## config.mk

```make
export PLATFORM = sky130hd
export DESIGN_NAME = psk_symbol_dcd_afc_flat
export DESIGN_NICKNAME = d
export VERILOG_FILES = /design/src/design/psd_pkg.sv /design/src/design/psd_in_if.sv /design/src/design/psd_res_if.sv /design/src/design/psd_cfg_if.sv /design/src/design/psk_symbol_dcd_afc.sv /design/src/flat_wrapper.sv
export SDC_FILE = /design/constraint.sdc
export NUM_CORES = 2
export LEC_CHECK = 0
export ABC_AREA = 1
export BUFFER_PORTS_ARGS = -buffer_cell sky130_fd_sc_hd__buf_2
export CORE_MARGIN = 3
export CORE_UTILIZATION = 45
export DETAILED_ROUTE_END_ITERATION = 6
export MAX_ROUTING_LAYER = met4
export REMOVE_ABC_BUFFERS = 1
export SYNTH_ARGS = -nofsm -noshare
export SYNTH_HDL_FRONTEND = slang
export SYNTH_SLANG_ARGS = --single-unit
```

## constraint.sdc

```tcl
create_clock -name i_clk -period 11.9 [get_ports i_clk]
set_input_delay 0 -clock i_clk [delete_from_list [all_inputs] [get_ports i_clk]]
set_output_delay 0 -clock i_clk [all_outputs]
set_load 0.05 [all_outputs]
```

## src/design/psd_pkg.sv

```systemverilog
// ----------------------------------------------------------------------------
// psd_pkg - shared types, constants and tables of the PSK symbol decoder
// Holds field widths, register indexes, the sine table and the microprogram
// that sequences the shared multiplier datapath.
// ----------------------------------------------------------------------------
`default_nettype none

package psd_pkg;

    // field widths
    localparam int PHASE_W  = 8;
    localparam int SYM_W    = 2;
    localparam int COUNT_W  = 23;
    localparam int SCALE_W  = 32;
    localparam int LEVEL_W  = 10;
    localparam int AVG_W    = 16;
    localparam int HIST_W   = 32;
    localparam int NCO_W    = 16;
    localparam int CIDX_W   = 3;
    localparam int CDATA_W  = 32;
    localparam int STEP_W   = 4;
    localparam int ACC_W    = 44;
    localparam int OPA_W    = 24;
    localparam int OPB_W    = 17;
    localparam int PROD_W   = OPA_W + OPB_W;

    // register indexes
    localparam logic [CIDX_W-1:0] REG_QPSK_MODE      = 3'd0;
    localparam logic [CIDX_W-1:0] REG_LOWER_SIDEBAND = 3'd1;
    localparam logic [CIDX_W-1:0] REG_AFC_ENABLE     = 3'd2;
    localparam logic [CIDX_W-1:0] REG_DETECT_LEVEL   = 3'd3;
    localparam logic [CIDX_W-1:0] REG_TUNE_FREQ      = 3'd4;
    localparam logic [CIDX_W-1:0] REG_STEP_SCALE     = 3'd5;

    // reset values
    localparam logic [COUNT_W-1:0] TUNE_FREQ_RST  = 23'd2000000;
    localparam logic [SCALE_W-1:0] STEP_SCALE_RST = 32'd17592186;
    localparam logic [COUNT_W-1:0] COUNT_MAX      = 23'h7FFFFF;

    // history patterns
    localparam logic [HIST_W-1:0] HIST_PREAMBLE  = 32'hAAAAAAAA;
    localparam logic [HIST_W-1:0] HIST_POSTAMBLE = 32'h0;

    // leaky average coefficients, Q0.15
    localparam logic signed [OPB_W-1:0] K_NEW   = 17'sd1638;
    localparam logic signed [OPB_W-1:0] K_OLD   = 17'sd31130;
    localparam logic signed [ACC_W-1:0] K_ROUND = 44'sd16384;
    localparam logic signed [AVG_W-1:0] AVG_FULL = 16'sd32767;

    // quarter-wave sine, round(32767*sin(k*2pi/256)), k = 0..64
    localparam logic [AVG_W-1:0] SINE_TAB [0:64] = '{
        16'd0,     16'd804,   16'd1608,  16'd2410,  16'd3212,  16'd4011,
        16'd4808,  16'd5602,  16'd6393,  16'd7179,  16'd7962,  16'd8739,
        16'd9512,  16'd10278, 16'd11039, 16'd11793, 16'd12539, 16'd13279,
        16'd14010, 16'd14732, 16'd15446, 16'd16151, 16'd16846, 16'd17530,
        16'd18204, 16'd18868, 16'd19519, 16'd20159, 16'd20787, 16'd21403,
        16'd22005, 16'd22594, 16'd23170, 16'd23731, 16'd24279, 16'd24811,
        16'd25329, 16'd25832, 16'd26319, 16'd26790, 16'd27245, 16'd27683,
        16'd28105, 16'd28510, 16'd28898, 16'd29268, 16'd29621, 16'd29956,
        16'd30273, 16'd30571, 16'd30852, 16'd31113, 16'd31356, 16'd31580,
        16'd31785, 16'd31971, 16'd32137, 16'd32285, 16'd32412, 16'd32521,
        16'd32609, 16'd32678, 16'd32728, 16'd32757, 16'd32767
    };

    // full-turn sine from the quarter-wave table
    function automatic logic signed [AVG_W-1:0] rom_sin(input logic [PHASE_W-1:0] a);
        logic [6:0]       r;
        logic [AVG_W-1:0] v;
        r = {1'b0, a[5:0]};
        case (a[7:6])
            2'd0:    v = SINE_TAB[r];
            2'd1:    v = SINE_TAB[7'd64 - r];
            2'd2:    v = AVG_W'(16'd0 - SINE_TAB[r]);
            default: v = AVG_W'(16'd0 - SINE_TAB[7'd64 - r]);
        endcase
        return signed'(v);
    endfunction

    // sequencer branch conditions
    typedef enum logic [1:0] {
        C_NEXT = 2'd0,   // advance
        C_IN   = 2'd1,   // hold until an item is accepted, then advance
        C_OUT  = 2'd2    // hold until the result slot is free, then jump
    } t_cond;

    // multiplier operand selects
    typedef enum logic [1:0] {
        A_TRIG = 2'd0,
        A_AVGI = 2'd1,
        A_AVGQ = 2'd2,
        A_CNT  = 2'd3
    } t_asel;

    typedef enum logic [2:0] {
        B_KNEW = 3'd0,
        B_KOLD = 3'd1,
        B_AVGI = 3'd2,
        B_AVGQ = 3'd3,
        B_SCLO = 3'd4,
        B_SCHI = 3'd5
    } t_bsel;

    // accumulator operations
    typedef enum logic [2:0] {
        ACC_HOLD  = 3'd0,
        ACC_LOAD  = 3'd1,
        ACC_LDRND = 3'd2,
        ACC_ADD   = 3'd3,
        ACC_SHADD = 3'd4
    } t_accop;

    typedef struct packed {
        t_cond             cond;
        logic [STEP_W-1:0] target;
        logic              use_sin;   // trig operand is sine, else cosine
        t_asel             a_sel;
        t_bsel             b_sel;
        t_accop            acc_op;
        logic              wr_avg_i;
        logic              wr_avg_q;  // also applies preamble/postamble
        logic              chk_level;
        logic              emit;
    } t_ctrl;

    localparam logic [STEP_W-1:0] STEP_FIRST = 4'd0;

    // microprogram
    function automatic t_ctrl ucode(input logic [STEP_W-1:0] step);
        t_ctrl c;
        c = '{cond: C_NEXT, target: STEP_FIRST, use_sin: 1'b0, a_sel: A_TRIG,
              b_sel: B_KNEW, acc_op: ACC_HOLD, wr_avg_i: 1'b0, wr_avg_q: 1'b0,
              chk_level: 1'b0, emit: 1'b0};
        case (step)
            4'd0:  c.cond = C_IN;
            4'd1:  c.acc_op = ACC_LDRND;
            4'd2:  begin
                c.a_sel = A_AVGI; c.b_sel = B_KOLD; c.acc_op = ACC_ADD;
            end
            4'd3:  begin
                c.wr_avg_i = 1'b1; c.use_sin = 1'b1; c.acc_op = ACC_LDRND;
            end
            4'd4:  begin
                c.a_sel = A_AVGQ; c.b_sel = B_KOLD; c.acc_op = ACC_ADD;
            end
            4'd5:  c.wr_avg_q = 1'b1;
            4'd6:  begin
                c.a_sel = A_AVGI; c.b_sel = B_AVGI; c.acc_op = ACC_LOAD;
            end
            4'd7:  begin
                c.a_sel = A_AVGQ; c.b_sel = B_AVGQ; c.acc_op = ACC_ADD;
            end
            4'd8:  begin
                c.chk_level = 1'b1; c.a_sel = A_CNT; c.b_sel = B_SCLO;
                c.acc_op = ACC_LOAD;
            end
            4'd9:  begin
                c.a_sel = A_CNT; c.b_sel = B_SCHI; c.acc_op = ACC_SHADD;
            end
            4'd10: begin
                c.emit = 1'b1; c.cond = C_OUT; c.target = STEP_FIRST;
            end
            default: begin
                c.cond = C_OUT; c.target = STEP_FIRST;
            end
        endcase
        return c;
    endfunction

endpackage

`default_nettype wire

```

## src/design/psd_in_if.sv

```systemverilog
// ----------------------------------------------------------------------------
// psd_in_if - symbol phase channel
// Valid/ready channel carrying one carrier phase item per symbol.
// ----------------------------------------------------------------------------
`default_nettype none

interface psd_in_if import psd_pkg::*; ();
    logic               valid;
    logic               ready;
    logic [PHASE_W-1:0] symbol_phase;

    modport source (output valid, output symbol_phase, input ready);
    modport sink   (input valid, input symbol_phase, output ready);
endinterface

`default_nettype wire

```

## src/design/psd_res_if.sv

```systemverilog
// ----------------------------------------------------------------------------
// psd_res_if - decoded symbol channel
// Valid/ready channel carrying symbol, carrier detect, delta and NCO step.
// ----------------------------------------------------------------------------
`default_nettype none

interface psd_res_if import psd_pkg::*; ();
    logic               valid;
    logic               ready;
    logic [SYM_W-1:0]   symbol;
    logic               carrier_detect;
    logic [PHASE_W-1:0] phase_delta;
    logic [NCO_W-1:0]   nco_step;

    modport source (output valid, output symbol, output carrier_detect,
                    output phase_delta, output nco_step, input ready);
    modport sink   (input valid, input symbol, input carrier_detect,
                    input phase_delta, input nco_step, output ready);
endinterface

`default_nettype wire

```

## src/design/psd_cfg_if.sv

```systemverilog
// ----------------------------------------------------------------------------
// psd_cfg_if - configuration write channel
// Valid/ready channel carrying a register index and write data.
// ----------------------------------------------------------------------------
`default_nettype none

interface psd_cfg_if import psd_pkg::*; ();
    logic               valid;
    logic               ready;
    logic [CIDX_W-1:0]  index;
    logic [CDATA_W-1:0] data;

    modport source (output valid, output index, output data, input ready);
    modport sink   (input valid, input index, input data, output ready);
endinterface

`default_nettype wire

```

## src/design/psk_symbol_dcd_afc.sv

```systemverilog
// ----------------------------------------------------------------------------
// psk_symbol_dcd_afc - PSK symbol decision with carrier detect and AFC
// Differential phase decision, leaky cos/sin average and history based
// carrier detect, and carrier count correction scaled to an NCO step. A
// microcoded sequencer drives one shared 24x17 multiplier and accumulator.
// ----------------------------------------------------------------------------
// Sequence: the item is accepted in step 0 and the result is registered in the
//   emit step, step 10, once the result slot is free. A new item is taken only
//   after the eleven-step microprogram sharing one multiplier has finished the last.
// Reset: synchronous, active low; control and state registers return to their
//   reset values and the carrier count is loaded with the tune frequency reset value.
// ----------------------------------------------------------------------------
`default_nettype none

module psk_symbol_dcd_afc import psd_pkg::*; (
    input  wire logic i_clk,
    input  wire logic i_rst_n,
    psd_cfg_if.sink   i_cfg,
    psd_in_if.sink    i_sym,
    psd_res_if.source o_res
);

    // configuration
    logic               r_qpsk, r_lsb, r_afc_en;
    logic [LEVEL_W-1:0] r_level;
    logic [SCALE_W-1:0] r_scale;

    // state
    logic [STEP_W-1:0]       r_step, n_step;
    logic [PHASE_W-1:0]      r_prev;
    logic [HIST_W-1:0]       r_hist;
    logic signed [AVG_W-1:0] r_avg_i, r_avg_q;
    logic                    r_flag;
    logic [COUNT_W-1:0]      r_count;
    logic signed [ACC_W-1:0] r_acc, n_acc;

    // per-item working registers
    logic [PHASE_W-1:0]      r_delta;
    logic [SYM_W-1:0]        r_sym;
    logic signed [AVG_W-1:0] r_cos, r_sin;

    // result slot
    logic               r_out_valid;
    logic [SYM_W-1:0]   r_out_sym;
    logic               r_out_cd;
    logic [PHASE_W-1:0] r_out_delta;
    logic [NCO_W-1:0]   r_out_nco;

    t_ctrl cw;
    logic  in_acc, cfg_wr, out_free;

    assign cw       = ucode(r_step);
    assign cfg_wr   = i_cfg.valid && i_cfg.ready;
    assign in_acc   = i_sym.valid && i_sym.ready;
    assign out_free = !r_out_valid || o_res.ready;

    // take nothing while reset is held
    assign i_cfg.ready = i_rst_n;
    assign i_sym.ready = i_rst_n && (cw.cond == C_IN);

    // decode the incoming phase
    logic [PHASE_W-1:0]        d, ang, d_q, d_b;
    logic [SYM_W-1:0]          s_raw, s_dec;
    logic signed [COUNT_W+1:0] c_sum;
    logic [COUNT_W-1:0]        c_new;

    always_comb begin
        d     = i_sym.symbol_phase - r_prev;
        d_q   = d + 8'h20;
        d_b   = d + 8'h40;
        s_raw = r_qpsk ? d_q[7:6] : {d_b[7], 1'b0};
        s_dec = r_lsb ? SYM_W'(2'd0 - s_raw) : s_raw;
        ang   = r_qpsk ? {d[5:0], 2'b00} : {d[6:0], 1'b0};
        // correction error; the half-turn ambiguity counts as none
        if (ang == 8'h80) begin
            c_sum = signed'({2'b00, r_count});
        end else begin
            c_sum = signed'({2'b00, r_count}) + (COUNT_W+2)'(signed'(ang));
        end
        if (c_sum < 0) begin
            c_new = '0;
        end else if (c_sum[COUNT_W]) begin
            c_new = COUNT_MAX;
        end else begin
            c_new = c_sum[COUNT_W-1:0];
        end
    end

    // shared multiplier
    logic signed [OPA_W-1:0]  op_a;
    logic signed [OPB_W-1:0]  op_b;
    logic signed [PROD_W-1:0] prod;

    always_comb begin
        case (cw.a_sel)
            A_TRIG:  op_a = OPA_W'(cw.use_sin ? r_sin : r_cos);
            A_AVGI:  op_a = OPA_W'(r_avg_i);
            A_AVGQ:  op_a = OPA_W'(r_avg_q);
            A_CNT:   op_a = signed'({1'b0, r_count});
            default: op_a = '0;
        endcase
        case (cw.b_sel)
            B_KNEW:  op_b = K_NEW;
            B_KOLD:  op_b = K_OLD;
            B_AVGI:  op_b = OPB_W'(r_avg_i);
            B_AVGQ:  op_b = OPB_W'(r_avg_q);
            B_SCLO:  op_b = signed'({1'b0, r_scale[15:0]});
            B_SCHI:  op_b = signed'({1'b0, r_scale[31:16]});
            default: op_b = '0;
        endcase
        prod = op_a * op_b;
    end

    // accumulate
    always_comb begin
        case (cw.acc_op)
            ACC_HOLD:  n_acc = r_acc;
            ACC_LOAD:  n_acc = ACC_W'(prod);
            ACC_LDRND: n_acc = ACC_W'(prod) + K_ROUND;
            ACC_ADD:   n_acc = r_acc + ACC_W'(prod);
            ACC_SHADD: n_acc = (r_acc >>> 16) + ACC_W'(prod);
            default:   n_acc = r_acc;
        endcase
    end

    // level compare: P*200 against level*(1 or 2) * 2^30
    logic [31:0] pwr;
    logic [40:0] lhs, rhs;
    logic        special;

    always_comb begin
        pwr     = r_acc[31:0];
        lhs     = {2'b00, pwr, 7'b0} + {3'b000, pwr, 6'b0} + {6'b0, pwr, 3'b0};
        rhs     = r_flag ? {1'b0, r_level, 30'b0} : {r_level, 31'b0};
        special = (r_hist == HIST_PREAMBLE) || (r_hist == HIST_POSTAMBLE);
    end

    // step counter
    always_comb begin
        case (cw.cond)
            C_NEXT:  n_step = r_step + 4'd1;
            C_IN:    n_step = in_acc ? r_step + 4'd1 : r_step;
            C_OUT:   n_step = out_free ? cw.target : r_step;
            default: n_step = STEP_FIRST;
        endcase
    end

    // control and state registers
    always_ff @(posedge i_clk) begin
        if (!i_rst_n) begin
            r_step      <= STEP_FIRST;
            r_qpsk      <= 1'b0;
            r_lsb       <= 1'b0;
            r_afc_en    <= 1'b1;
            r_level     <= '0;
            r_scale     <= STEP_SCALE_RST;
            r_prev      <= '0;
            r_hist      <= '0;
            r_avg_i     <= '0;
            r_avg_q     <= '0;
            r_flag      <= 1'b0;
            r_count     <= TUNE_FREQ_RST;
            r_out_valid <= 1'b0;
        end else begin
            r_step <= n_step;

            // take an item: remember phase, extend history, correct count if locked and AFC on
            if (in_acc) begin
                r_prev <= i_sym.symbol_phase;
                r_hist <= {r_hist[HIST_W-3:0], s_dec};
                if (r_flag && r_afc_en) begin
                    r_count <= c_new;
                end
            end

            if (cw.wr_avg_i) begin
                r_avg_i <= r_acc[30:15];
            end

            // preamble forces lock, postamble clears, else store average
            if (cw.wr_avg_q) begin
                if (r_hist == HIST_PREAMBLE) begin
                    r_flag  <= 1'b1;
                    r_avg_i <= AVG_FULL;
                    r_avg_q <= '0;
                end else if (r_hist == HIST_POSTAMBLE) begin
                    r_flag  <= 1'b0;
                    r_avg_i <= '0;
                    r_avg_q <= '0;
                end else begin
                    r_avg_q <= r_acc[30:15];
                end
            end

            if (cw.chk_level && !special && (r_level != '0)) begin
                r_flag <= (lhs > rhs);
            end

            // hold the result until taken
            if (cw.emit && out_free) begin
                r_out_valid <= 1'b1;
            end else if (o_res.ready) begin
                r_out_valid <= 1'b0;
            end

            // configuration writes
            if (cfg_wr) begin
                case (i_cfg.index)
                    REG_QPSK_MODE:      r_qpsk   <= i_cfg.data[0];
                    REG_LOWER_SIDEBAND: r_lsb    <= i_cfg.data[0];
                    REG_AFC_ENABLE:     r_afc_en <= i_cfg.data[0];
                    REG_DETECT_LEVEL:   r_level  <= i_cfg.data[LEVEL_W-1:0];
                    REG_TUNE_FREQ:      r_count  <= i_cfg.data[COUNT_W-1:0];
                    REG_STEP_SCALE:     r_scale  <= i_cfg.data[SCALE_W-1:0];
                    default: ;
                endcase
            end
        end
    end

    // datapath registers
    always_ff @(posedge i_clk) begin
        r_acc <= n_acc;
        if (in_acc) begin
            r_delta <= d;
            r_sym   <= s_dec;
            r_cos   <= rom_sin(ang + 8'h40);
            r_sin   <= rom_sin(ang);
        end
        if (cw.emit && out_free) begin
            r_out_sym   <= r_sym;
            r_out_cd    <= r_flag;
            r_out_delta <= r_delta;
            r_out_nco   <= r_acc[31:16];
        end
    end

    assign o_res.valid          = r_out_valid;
    assign o_res.symbol         = r_out_sym;
    assign o_res.carrier_detect = r_out_cd;
    assign o_res.phase_delta    = r_out_delta;
    assign o_res.nco_step       = r_out_nco;

endmodule

`default_nettype wire
```

## src/flat_wrapper.sv

```systemverilog
// flat-port wrapper written by rule: the top's interface ports become plain ports
module psk_symbol_dcd_afc_flat import psd_pkg::*;
  (i_clk, i_rst_n, i_cfg_valid, i_cfg_index, i_cfg_data, i_cfg_ready, i_sym_valid, i_sym_symbol_phase, i_sym_ready, o_res_valid, o_res_symbol, o_res_carrier_detect, o_res_phase_delta, o_res_nco_step, o_res_ready);
  psd_cfg_if i_cfg_i ();
  psd_in_if i_sym_i ();
  psd_res_if o_res_i ();
  input  wire logic i_clk;
  input  wire logic i_rst_n;
  input wire logic [$bits(i_cfg_i.valid)-1:0] i_cfg_valid;
  input wire logic [$bits(i_cfg_i.index)-1:0] i_cfg_index;
  input wire logic [$bits(i_cfg_i.data)-1:0] i_cfg_data;
  output wire logic [$bits(i_cfg_i.ready)-1:0] i_cfg_ready;
  input wire logic [$bits(i_sym_i.valid)-1:0] i_sym_valid;
  input wire logic [$bits(i_sym_i.symbol_phase)-1:0] i_sym_symbol_phase;
  output wire logic [$bits(i_sym_i.ready)-1:0] i_sym_ready;
  output wire logic [$bits(o_res_i.valid)-1:0] o_res_valid;
  output wire logic [$bits(o_res_i.symbol)-1:0] o_res_symbol;
  output wire logic [$bits(o_res_i.carrier_detect)-1:0] o_res_carrier_detect;
  output wire logic [$bits(o_res_i.phase_delta)-1:0] o_res_phase_delta;
  output wire logic [$bits(o_res_i.nco_step)-1:0] o_res_nco_step;
  input wire logic [$bits(o_res_i.ready)-1:0] o_res_ready;
  assign i_cfg_i.valid = i_cfg_valid;
  assign i_cfg_i.index = i_cfg_index;
  assign i_cfg_i.data = i_cfg_data;
  assign i_cfg_ready = i_cfg_i.ready;
  assign i_sym_i.valid = i_sym_valid;
  assign i_sym_i.symbol_phase = i_sym_symbol_phase;
  assign i_sym_ready = i_sym_i.ready;
  assign o_res_valid = o_res_i.valid;
  assign o_res_symbol = o_res_i.symbol;
  assign o_res_carrier_detect = o_res_i.carrier_detect;
  assign o_res_phase_delta = o_res_i.phase_delta;
  assign o_res_nco_step = o_res_i.nco_step;
  assign o_res_i.ready = o_res_ready;
  psk_symbol_dcd_afc u_core (.i_clk(i_clk), .i_rst_n(i_rst_n), .i_cfg(i_cfg_i), .i_sym(i_sym_i), .o_res(o_res_i));
endmodule
```

==> flow_summary.json <==
{
  "status": "finished, final reports clean",
  "first_pass_iters": 7,
  "die_x_um": 313.5,
  "path_max_fanout": 19,
  "ys_warn_count": 0,
  "fin_nets": 7123,
  "ys_types": 69,
  "max_freq_mhz": 88.18,
  "drcViolationCount": 0,
  "ctsRootBufferMaster": "clkbuf_16",
  "maxCapViolCount": 0,
  "yosys.area.top_type": "fa_1",
  "finalMaxSlewViolations": 0,
  "async_reset_ff_share_pct": 0,
  "period_share_pct": 95.30,
  "area_growth_pct": 8.139,
  "fp.dieH_um": 313.5,
  "path_class": "reg -> reg",
  "grt_max_degree": 83,
  "num_antenna_cells": 0,
  "gp_congestion": 1.009,
  "tightest_slew_ns": 1.135,
  "syn_area_per_cell_um2": 6.768,
  "setup_tns_ns": 0,
  "antenna_found_initial": 1,
  "synth_area_um2": 42550,
  "core_area_um2": 93610,
  "cts_setup_buffers": 0,
  "dpl.hpwl_mm": 133.6,
  "yosysTopAreaCellShare_pct": 19.15,
  "slew_headroom_pct": 23.54,
  "io_pins": 78,
  "grt_pass1_vias": 41750,
  "ys.flop_type": "dfxtp_1",
  "ant_nets": 0,
  "rows": 112,
  "grt_pass1_wl_mm": 252.0,
  "grt-ovfl-total": 0,
  "clk-insertion-delay-late_ns": 0.59,
  "cts_tree": "built",
  "final_util_pct": 49.16,
  "die_area_um2": 98290,
  "numCtsBuffers": 35,
  "synth-seq-cells": 259,
  "rsz0062_at_grt": "false",
  "synthCells": 6288,
  "synth_edf_count": 113,
  "io_buffers": 77,
  "vias_per_cell": 5.637,
  "cts_buffer_depth": 3,
  "startpoint_type": "flip-flop",
  "wl_per_cell_um": 21.57,
  "vias": 43050,
  "routed_wl_mm": 164.7,
  "track_usage_pct": 34.25,
  "netlist_top_cells_area": "fa_1 19%, nand2_1 13%, inv_1 9.3%, ha_1 9.1%, edfxtp_1 8.0%",
  "clkTransAtPathRegs_ns": 0.06,
  "cp.required_ns": 12.16,
  "setup_violations": 0,
  "drive_gt1_share_pct": 6.016,
  "cts.sinks": 259,
  "htreeDepth": 2,
  "yosysSeqAreaShare_pct": 14.84,
  "skew_ns": 0.02842,
  "critPathMaxStageDelay_ns": 0.65,
  "start_util_pct": 45.46,
  "end_kind": "flip-flop",
  "critPathSlowestCell": "nor2_2",
  "drt_iter0_markers": 3934,
  "finalHoldViolCount": 0,
  "hold_class": "in -> reg",
  "min_period_ns": 11.34,
  "cp.arrival_ns": 11.60
}
final cells by class:
| cell class | count | area [um^2] |
|---|---|---|
| clock inverter | 21 | 290.3 |
| timing repair buffer | 191 | 1376 |
| multi-input combinational | 4768 | 31370 |
| clock buffer | 42 | 952.2 |
| fill | 9814 | 47590 |
| tap | 1254 | 1569 |
| sequential | 259 | 6316 |
| inverter | 1102 | 4143 |
critical path: cells and delay by family (launching register included):
| family | cells | cell delay (ns) |
|---|---|---|
| fa+ha+maj | 9 | 4.22 |
| compound gates | 9 | 2.43 |
| flops | 1 | 0.41 |
| simple gates | 12 | 2.78 |
| buf+inv | 8 | 1.12 |
flip-flops by register name, summed over array words and instances, names as in the netlist, 4 cells and up:
name                      flops
u_core.r_acc                 44
u_core.r_hist                32
u_core.r_scale               32
u_core.r_count               23
u_core.o_res.nco_step        16
u_core.r_avg_i               16
u_core.r_avg_q               16
u_core.r_cos                 16
u_core.r_sin                 16
u_core.r_level               10
u_core.o_res.phase_delta      8
u_core.r_delta                8
u_core.r_prev                 8
u_core.r_step                 4
cells in the final DEF (no fill, tap or decap), types with 9 or more instances in the layout:
cell / instances
o21ai_1: 15
and3_1: 16
nor2_1: 693
nand3_2: 15
clkinv_1: 10
o21bai_1: 29
inv_1: 1051
ha_1: 310
fa_1: 407
a21boi_0: 10
o21ai_0: 363
clkbuf_16: 35
xnor2_1: 39
nand3b_1: 16
o211ai_1: 36
nor4_1: 22
or2_2: 18
a21o_1: 17
edfxtp_1: 113
nand4_1: 88
buf_4: 62
buf_2: 76
nand3_1: 425
nor2_2: 18
a21oi_1: 376
nand2_4: 9
mux2_2: 14
dfxtp_1: 146
nand2_1: 1527
dlygate4sd3_1: 53
xor2_1: 73
nand2_2: 21
nor3_1: 45
a31oi_1: 36
inv_2: 42
o21a_1: 13
metal layers:
layer  global-route usage [%]  up-vias  wire (um)
li1                         -    20260          -
met1                    46.72    20830      72560
met2                    52.86     1686      73220
met3                    3.876      274      11900
met4                    12.08        0       7027
met5                        -        -          0
metrics by stage:
| step | instances | hold slack [ns] | area, um^2 | worst slack [ns] |
|---|---|---|---|---|
| 5_1_grt | 7637 | 0.1003 | 46020 | 0.02932 |
| 6_report | 7637 | 0.07888 | 46020 | 0.5592 |
| 3_3_place_gp | 7520 | 0.2213 | 44230 | 0.5256 |
| 4_1_cts | 7636 | 0.04110 | 46000 | 0.4130 |
| 3_5_place_dp | 7520 | 0.2252 | 44230 | 0.4695 |
| 2_1_floorplan | 6128 | 0 | 41780 | 2.490 |
cell usage after synthesis (16+ instances only):
cell type,instances
nand2_1,1528
inv_1,1053
nor2_1,696
nand3_1,425
fa_1,407
a21oi_1,376
o21ai_0,364
ha_1,311
dfxtp_1,146
edfxtp_1,113
nand4_1,88
xor2_1,73
buf_2,66
clkbuf_1,61
nor3_1,46
inv_2,42
xnor2_1,39
a31oi_1,36
o211ai_1,36
o21bai_1,29
nor4_1,23
nand2_2,20
or2_2,18
a21o_1,17
and3_1,16
nand3b_1,16
timing repair:
item,4_1_cts,5_1_grt
gates resized for setup,0,5
endpoints found under the hold margin,111,0
endpoints found under the setup margin,0,20
hold buffers,53,0
cell families (layout without fill, tap and decap cells):
logic type	count (synthesis)	in the layout	synth area share [%]
adders and majority gates	718	718	28.29
buffers and inverters	1262	1356	11.55
AOI/OAI and AO/OA	972	972	12.93
muxes	17	17	0.4410
and+or+nand+nor	2946	2947	29.57
DFF	259	259	14.84
xor gates and xnor gates	114	114	2.382
path summary, 6_finish.rpt:
path                            slack, ns         startpoint                           to  cells past startpoint
worst max-delay path                 0.56   u_core.r_step[1]             u_core.r_acc[24]                     38
worst min-delay path                 0.08        i_sym_valid             u_core.r_prev[0]                      4
worst max register to register       0.56   u_core.r_step[1]             u_core.r_acc[24]                     38
worst min register to register       0.42  u_core.r_delta[0]  u_core.o_res.phase_delta[0]                      0
Power is left out: the tool's default activity adds up to more than one toggle a clock period on the data nets, which glitch-free logic cannot reach.
